### src/rtl/hpa_pkg.sv
// Shared types and constants for the handle pool allocator.
`timescale 1ns / 1ps

package hpa_pkg;

    localparam int CMD_W        = 2;
    localparam int COUNT_W      = 6;
    localparam int OUT_HANDLE_W = 16;
    localparam int APB_ADDR_W   = 3;
    localparam int APB_DATA_W   = 32;

    localparam logic [CMD_W-1:0] CMD_INSERT  = 2'd0;
    localparam logic [CMD_W-1:0] CMD_FETCH   = 2'd1;
    localparam logic [CMD_W-1:0] CMD_RELEASE = 2'd2;

    localparam logic             REG_CAPACITY = 1'b0;
    localparam logic [COUNT_W-1:0] CAP_RESET  = 6'd30;

    typedef enum logic [1:0] {
        ST_IDLE = 2'b01,
        ST_EXEC = 2'b10
    } state_t;

    typedef struct packed {
        logic cmp_en;
        logic rel_en;
        logic load_en;
    } used_ctrl_t;

    typedef struct packed {
        logic push;
        logic pop;
    } free_ctrl_t;

endpackage

### src/rtl/hpa_used_cell.sv
// One entry of the in-use list: compare, close-the-gap shift and append.
`timescale 1ns / 1ps

module hpa_used_cell #(
    parameter int HANDLE_BITS = 16,
    parameter int CW          = 6,
    parameter int IDX         = 0
) (
    input  logic                   aclk,
    input  hpa_pkg::used_ctrl_t    ctrl,
    input  logic [CW-1:0]          used_fill,
    input  logic [HANDLE_BITS-1:0] cmp_handle,
    input  logic [HANDLE_BITS-1:0] load_handle,
    input  logic [HANDLE_BITS-1:0] next_entry,
    input  logic                   found_in,
    output logic [HANDLE_BITS-1:0] entry,
    output logic                   found_out
);
    import hpa_pkg::*;

    localparam logic [CW-1:0] IDX_C = CW'(IDX);

    logic [HANDLE_BITS-1:0] entry_reg;
    logic                   match_reg;
    logic                   valid;

    assign valid     = IDX_C < used_fill;
    assign entry     = entry_reg;
    assign found_out = found_in | match_reg;

    always_ff @(posedge aclk) begin
        if (ctrl.cmp_en) begin
            match_reg <= valid && (entry_reg == cmp_handle);
        end
        if (ctrl.load_en && (used_fill == IDX_C)) begin
            entry_reg <= load_handle;
        end else if (ctrl.rel_en && found_out) begin
            entry_reg <= next_entry;
        end
    end

endmodule

### src/rtl/hpa_free_cell.sv
// One entry of the free stack: shift down on push, up on pop.
`timescale 1ns / 1ps

module hpa_free_cell #(
    parameter int HANDLE_BITS = 16
) (
    input  logic                   aclk,
    input  hpa_pkg::free_ctrl_t    ctrl,
    input  logic [HANDLE_BITS-1:0] prev_entry,
    input  logic [HANDLE_BITS-1:0] next_entry,
    output logic [HANDLE_BITS-1:0] entry
);
    import hpa_pkg::*;

    logic [HANDLE_BITS-1:0] entry_reg;

    assign entry = entry_reg;

    always_ff @(posedge aclk) begin
        if (ctrl.push) begin
            entry_reg <= prev_entry;
        end else if (ctrl.pop) begin
            entry_reg <= next_entry;
        end
    end

endmodule

### src/rtl/handle_pool_allocator.sv
// Handle pool allocator top level: free stack, in-use list, control and APB register.
//
// Usage: commands enter on the s_ channel (s_cmd: insert, fetch, release; s_handle),
// one result per command leaves on the m_ channel (m_ok, m_handle_out, m_free_count,
// m_used_count). Both channels use valid/ready.
// Timing: a command is accepted when s_valid and s_ready are both high; at that edge
// every in-use cell compares its entry with the handle. In the EXEC state the first
// match along the cell chain resolves; at commit both stacks update and the output
// register loads. m_valid rises at the commit edge, and no new command is accepted
// until the previous one has committed.
// The output register holds the result while the receiver stalls; a command
// that finishes while the previous result is still held waits in the EXEC state
// and s_ready stays low until its result is loaded. Reset clears both counts
// (pools empty) and sets capacity to 30. capacity sits at APB address 0; the user
// must write it only while the block is idle, as the block does not enforce this.
`timescale 1ns / 1ps

module handle_pool_allocator #(
    parameter int POOL_DEPTH  = 32,
    parameter int HANDLE_BITS = 16
) (
    input  logic                                aclk,
    input  logic                                aresetn,
    input  logic                                psel,
    input  logic                                penable,
    input  logic                                pwrite,
    input  logic [hpa_pkg::APB_ADDR_W-1:0]      paddr,
    input  logic [hpa_pkg::APB_DATA_W-1:0]      pwdata,
    output logic [hpa_pkg::APB_DATA_W-1:0]      prdata,
    output logic                                pready,
    input  logic                                s_valid,
    output logic                                s_ready,
    input  logic [hpa_pkg::CMD_W-1:0]           s_cmd,
    input  logic [HANDLE_BITS-1:0]              s_handle,
    output logic                                m_valid,
    input  logic                                m_ready,
    output logic                                m_ok,
    output logic [hpa_pkg::OUT_HANDLE_W-1:0]    m_handle_out,
    output logic [hpa_pkg::COUNT_W-1:0]         m_free_count,
    output logic [hpa_pkg::COUNT_W-1:0]         m_used_count
);
    import hpa_pkg::*;

    localparam int CW = $clog2(POOL_DEPTH + 1);
    localparam int SW = ((CW > COUNT_W) ? CW : COUNT_W) + 1;

    localparam logic [CW-1:0] DEPTH_C  = CW'(POOL_DEPTH);
    localparam logic [SW-1:0] DEPTH_SW = SW'(POOL_DEPTH);

    state_t state_reg, state_next;

    logic [COUNT_W-1:0]     capacity_reg;
    logic [CMD_W-1:0]       cmd_reg;
    logic [HANDLE_BITS-1:0] handle_reg;
    logic [CW-1:0]          free_top_reg, free_top_next;
    logic [CW-1:0]          used_fill_reg, used_fill_next;

    logic                     m_valid_reg;
    logic                     ok_reg;
    logic [OUT_HANDLE_W-1:0]  handle_out_reg;
    logic [COUNT_W-1:0]       free_count_reg;
    logic [COUNT_W-1:0]       used_count_reg;

    logic [HANDLE_BITS-1:0] free_entry [POOL_DEPTH];
    logic [HANDLE_BITS-1:0] used_entry [POOL_DEPTH];
    logic                   found      [POOL_DEPTH+1];

    logic            accept;
    logic            commit;
    logic            cfg_write;
    logic [SW-1:0]   total;
    logic            free_full;
    logic            used_full;
    logic            insert_ok;
    logic            fetch_ok;
    logic            release_ok;
    logic            op_ok;
    used_ctrl_t      used_ctrl;
    free_ctrl_t      free_ctrl;

    // APB register
    assign pready    = 1'b1;
    assign cfg_write = psel && penable && pwrite && pready;
    assign prdata    = (paddr[2] == REG_CAPACITY) ? APB_DATA_W'(capacity_reg) : '0;

    always_ff @(posedge aclk) begin
        if (!aresetn) begin
            capacity_reg <= CAP_RESET;
        end else if (cfg_write && (paddr[2] == REG_CAPACITY)) begin
            capacity_reg <= pwdata[COUNT_W-1:0];
        end
    end

    // Control
    assign s_ready = (state_reg == ST_IDLE);
    assign accept  = s_valid && s_ready;
    assign commit  = (state_reg == ST_EXEC) && (!m_valid_reg || m_ready);

    assign total     = SW'(used_fill_reg) + SW'(free_top_reg);
    assign free_full = (free_top_reg == DEPTH_C);
    assign used_full = (used_fill_reg == DEPTH_C);

    assign insert_ok  = (cmd_reg == CMD_INSERT) && (total < SW'(capacity_reg))
                        && (total < DEPTH_SW) && !free_full;
    assign fetch_ok   = (cmd_reg == CMD_FETCH) && (free_top_reg != '0) && !used_full;
    assign release_ok = (cmd_reg == CMD_RELEASE) && found[POOL_DEPTH] && !free_full;
    assign op_ok      = insert_ok || fetch_ok || release_ok;

    assign used_ctrl.cmp_en  = accept;
    assign used_ctrl.rel_en  = commit && release_ok;
    assign used_ctrl.load_en = commit && fetch_ok;
    assign free_ctrl.push    = commit && (insert_ok || release_ok);
    assign free_ctrl.pop     = commit && fetch_ok;

    always_comb begin
        free_top_next  = free_top_reg;
        used_fill_next = used_fill_reg;
        if (insert_ok) begin
            free_top_next = free_top_reg + 1'b1;
        end else if (fetch_ok) begin
            free_top_next  = free_top_reg - 1'b1;
            used_fill_next = used_fill_reg + 1'b1;
        end else if (release_ok) begin
            free_top_next  = free_top_reg + 1'b1;
            used_fill_next = used_fill_reg - 1'b1;
        end
    end

    always_comb begin
        state_next = state_reg;
        case (state_reg)
            ST_IDLE: begin
                if (s_valid) begin
                    state_next = ST_EXEC;
                end
            end
            ST_EXEC: begin
                if (commit) begin
                    state_next = ST_IDLE;
                end
            end
            default: state_next = ST_IDLE;
        endcase
    end

    always_ff @(posedge aclk) begin
        if (!aresetn) begin
            state_reg     <= ST_IDLE;
            free_top_reg  <= '0;
            used_fill_reg <= '0;
            m_valid_reg   <= 1'b0;
        end else begin
            state_reg <= state_next;
            if (commit) begin
                free_top_reg  <= free_top_next;
                used_fill_reg <= used_fill_next;
                m_valid_reg   <= 1'b1;
            end else if (m_ready) begin
                m_valid_reg <= 1'b0;
            end
        end
    end

    always_ff @(posedge aclk) begin
        if (accept) begin
            cmd_reg    <= s_cmd;
            handle_reg <= s_handle;
        end
        if (commit) begin
            ok_reg         <= op_ok;
            handle_out_reg <= fetch_ok ? OUT_HANDLE_W'(free_entry[0]) : '0;
            free_count_reg <= COUNT_W'(free_top_next);
            used_count_reg <= COUNT_W'(used_fill_next);
        end
    end

    assign m_valid      = m_valid_reg;
    assign m_ok         = ok_reg;
    assign m_handle_out = handle_out_reg;
    assign m_free_count = free_count_reg;
    assign m_used_count = used_count_reg;

    // Cell chains
    assign found[0] = 1'b0;

    for (genvar i = 0; i < POOL_DEPTH; i++) begin : g_cell
        hpa_free_cell #(
            .HANDLE_BITS (HANDLE_BITS)
        ) u_free (
            .aclk       (aclk),
            .ctrl       (free_ctrl),
            .prev_entry ((i == 0) ? handle_reg : free_entry[(i == 0) ? 0 : i - 1]),
            .next_entry (free_entry[(i == POOL_DEPTH - 1) ? i : i + 1]),
            .entry      (free_entry[i])
        );

        hpa_used_cell #(
            .HANDLE_BITS (HANDLE_BITS),
            .CW          (CW),
            .IDX         (i)
        ) u_used (
            .aclk        (aclk),
            .ctrl        (used_ctrl),
            .used_fill   (used_fill_reg),
            .cmp_handle  (s_handle),
            .load_handle (free_entry[0]),
            .next_entry  (used_entry[(i == POOL_DEPTH - 1) ? i : i + 1]),
            .found_in    (found[i]),
            .entry       (used_entry[i]),
            .found_out   (found[i+1])
        );
    end

    // Checks
    a_total_bound: assert property (@(posedge aclk) disable iff (!aresetn)
        total <= DEPTH_SW)
        else $error("free plus used count exceeds pool depth");

    a_fetch_grows: assert property (@(posedge aclk) disable iff (!aresetn)
        commit && fetch_ok |=> used_fill_reg == $past(used_fill_reg) + 1'b1)
        else $error("fetch did not grow used list");

    a_release_moves: assert property (@(posedge aclk) disable iff (!aresetn)
        commit && release_ok |=> free_top_reg == $past(free_top_reg) + 1'b1)
        else $error("release did not push onto free stack");

    a_one_at_a_time: assert property (@(posedge aclk) disable iff (!aresetn)
        accept |=> !s_ready && (state_reg == ST_EXEC))
        else $error("command accepted while another is in flight");

endmodule

### config.mk
export PLATFORM = sky130hd
export DESIGN_NAME = handle_pool_allocator
export DESIGN_NICKNAME = d
export VERILOG_FILES = /design/src/rtl/hpa_pkg.sv /design/src/rtl/hpa_used_cell.sv /design/src/rtl/hpa_free_cell.sv /design/src/rtl/handle_pool_allocator.sv
export SDC_FILE = /design/constraint.sdc
export NUM_CORES = 2
export LEC_CHECK = 0
export BUFFER_PORTS_ARGS = -buffer_cell sky130_fd_sc_hd__buf_2
export CAP_MARGIN = 20
export CORE_ASPECT_RATIO = 1.25
export CORE_MARGIN = 2
export CORE_UTILIZATION = 35
export CTS_CLUSTER_DIAMETER = 80
export DETAILED_ROUTE_END_ITERATION = 6
export SLEW_MARGIN = 20
export SYNTH_ARGS = -nofsm -noshare
export SYNTH_HDL_FRONTEND = slang
export SYNTH_SLANG_ARGS = --single-unit
### constraint.sdc
create_clock -name aclk -period 54.7 [get_ports aclk]
set_clock_uncertainty 0.1 [all_clocks]
set_input_delay 10.94 -clock aclk [delete_from_list [all_inputs] [get_ports aclk]]
set_output_delay 10.94 -clock aclk [all_outputs]
set_load 0.05 [all_outputs]
==> out/metrics.yaml <==
post-route-util_pct: 39.14
cp-startpoint: "paddr[2]"
fillers: 14180
cp_data_arrival_time_ps: 11510
fp-row-count: 161
postSynthCellCount: 3456
ir_drop_uv: 24.66
path_buf_inv: 2
synth.top_cell.area_share_pct: 61.42
tritoncts: "built"
cts.hold.buffers_added: 0
initial_utilization_pct: 35.13
worstReg2RegStart: "free_top_reg[2]"
rrSetupSlack_ps: 47000
min_period_ps: 22550
status: "completed"
async_reset_ff_share_pct: 0
whs_path_depth: 0
clkLatencyLatePin_ps: 740
final_cells: 5620
hpwl_um: 77300
core_um2: 153500
crit_cells: 3
rsz0062_at_grt: "false"
worst_slew_pin_slew_ps: 1049
cpMostUsedCell: "buf_2"
final-setup-viol-count: 0
path_delay_family: "buffers and inverters"
area.growth.synth_to_final_pct: 11.42
pin_count: 124
timing.slew.headroom_pct: 30.07
hold_class: "flip-flop to flip-flop"
syn_area_per_cell_um2: 15.60
cts_root_buffer: "clkbuf_16"
port_buffers: 68
crit_path_max_incr_delay_ps: 270
grt_start_max_net_pins: 188
worstPathRequired_ps: 43660
drv_slew: 0
grt_antenna_before_repair: 3
nets: 3572
ys_top_cells_by_count: "edfxtp_1 (1103), mux2_2 (992), xor2_1 (318)"
drtIter0Drc: 2054
power_mw: 1.787
overflow: 0
layout-drive-gt1-share_pct: 37.47
dp.cells: 5420
maxCapViolCount: 0
vias_per_cell: 5.055
synth_top_cell_by_area: "edfxtp_1"
grt_pass1_vias: 29570
fmax_ghz: 0.04435
vias: 28410
path_class: "input pin to primary output"
synth_area_um2: 53930
ys_types: 62
drtPass1Iterations: 7
hold_ws_ps: 351.1
wl_um: 125000
period_share_pct: 41.22
p_leak_nw: 19.45
path_clk_slew_ps: 60
grt_pass1_wl_um: 187500
p_per_area_nw_per_um2: 29.75
synthFlopType: "edfxtp_1"
crit_fanout: 7
numCtsBuffers: 108
cts_sinks: 1124
die_area_um2: 157300
cp-endpoint: "prdata[1]"
fin_setup_tns_ps: 0
clock_path_buffers: 3
htree_levels: 3
cts-resized-gates: 0
worstReg2RegEnd: "g_cell[14].u_free.entry[3]"
worstSetupStartpointType: "input pin"
fp.dieH_um: 442.9
synth_edf_count: 1103
cp-end-kind: "primary output"
synth.area.top_cells: "edfxtp_1 (61%), mux2_2 (21%), xor2_1 (5.2%)"
yosys_warnings: 0
synth-seq-area-share_pct: 62.20
ant_nets: 0
hold_violations: 0
gp_congestion: 0.8169
post-route-drc-count: 0
slowest_stage: "buf_2"
routedWlPerCell_um: 22.25
path_cells: "buf_2 > nor2_1 > buf_2"
ys_ff_latch: 1124
yosysMostFrequentCell: "edfxtp_1"
die_x_um: 355.1
grt_usage_pct: 15.58
cts_setup_buffers: 0
rr_worst_depth: 15
-- power breakdown --
group	leakage (nW)	switching, mW	internal, mW
Combinational	7.56	0.0438	0.0204
Sequential	10.1	0.00363	0.942
Clock	1.76	0.338	0.440
Total	19.5	0.385	1.40
-- worst min-delay path by stage --
stage	end	slack [ps]	startpoint
floorplan	g_cell[31].u_free.entry[0]	320	g_cell[30].u_free.entry[0]
global placement	g_cell[31].u_free.entry[14]	330	g_cell[30].u_free.entry[14]
detailed placement	g_cell[31].u_free.entry[2]	330	g_cell[30].u_free.entry[2]
CTS	g_cell[31].u_free.entry[8]	350	g_cell[30].u_free.entry[8]
global route	g_cell[31].u_free.entry[8]	360	g_cell[30].u_free.entry[8]
finish	g_cell[31].u_free.entry[9]	350	g_cell[30].u_free.entry[9]
-- cell type report --
cell class / count / area, um2 / share of cell area (%)
multi-input cells: 2082 / 19240 / 32.02
inverters: 20 / 75.07 / 0.1249
clock inverters: 76 / 870.8 / 1.449
repair buffers: 157 / 1050 / 1.747
diodes: 1 / 2.502 / 0.004165
well taps: 2037 / 2549 / 4.242
flip-flops and latches: 1124 / 33540 / 55.82
clock buffers: 123 / 2759 / 4.592
-- through the flow --
stage / area, um2 / setup WS, ps
after floorplan: 54020 / 16870
after global placement: 56450 / 32120
after detailed placement: 56450 / 32120
after CTS: 60080 / 32110
after global routing: 60090 / 32070
final: 60090 / 32150
-- worst register-to-register path, cell delays in order, from the launching register on --
cell	delay (ps)
dfxtp_1	620
ha_1	360
o21ai_0	260
nor4b_1	100
a2111oi_2	450
inv_1	90
ha_1	190
or4_1	510
a221oi_1	230
o211a_1	220
nand3_1	360
a31oi_4	340
buf_12	660
buf_4	960
buf_12	740
buf_4	1070
-- per-layer routing --
metal | vias to the layer above | GRT usage, % | wire length [um]
met5 | - | 0 | 10
met4 | 2 | 5.663 | 3762
met3 | 210 | 1.833 | 4692
met2 | 628 | 27.32 | 63170
met1 | 14490 | 19.66 | 53400
li1 | 13080 | - | -
-- kinds of logic (layout without fill, tap and decap cells) --
logic type	Yosys count	count (layout)	synth area share, %
XOR/XNOR	525	525	8.526
flip-flops	1124	1124	62.20
adder cells (fa/ha/maj)	19	19	0.4547
multiplexers	997	997	20.81
AO/OA/AOI/OAI	126	126	1.580
buffers and inverters	275	376	2.392
other	2	28	0.01393
AND/OR/NAND/NOR	388	388	4.030
-- layout by cell type (no fill, tap or decap), types with 50 or more instances in the layout --
cell type,Yosys,layout
edfxtp_1,1103,1103
buf_2,65,68
mux2_2,992,992
nor2_1,52,50
nand4_1,58,58
buf_4,47,85
clkbuf_16,0,108
nor4_1,89,89
xor2_1,318,318
xnor2_1,207,207
Note: power is estimated with default switching activity, not from simulation.
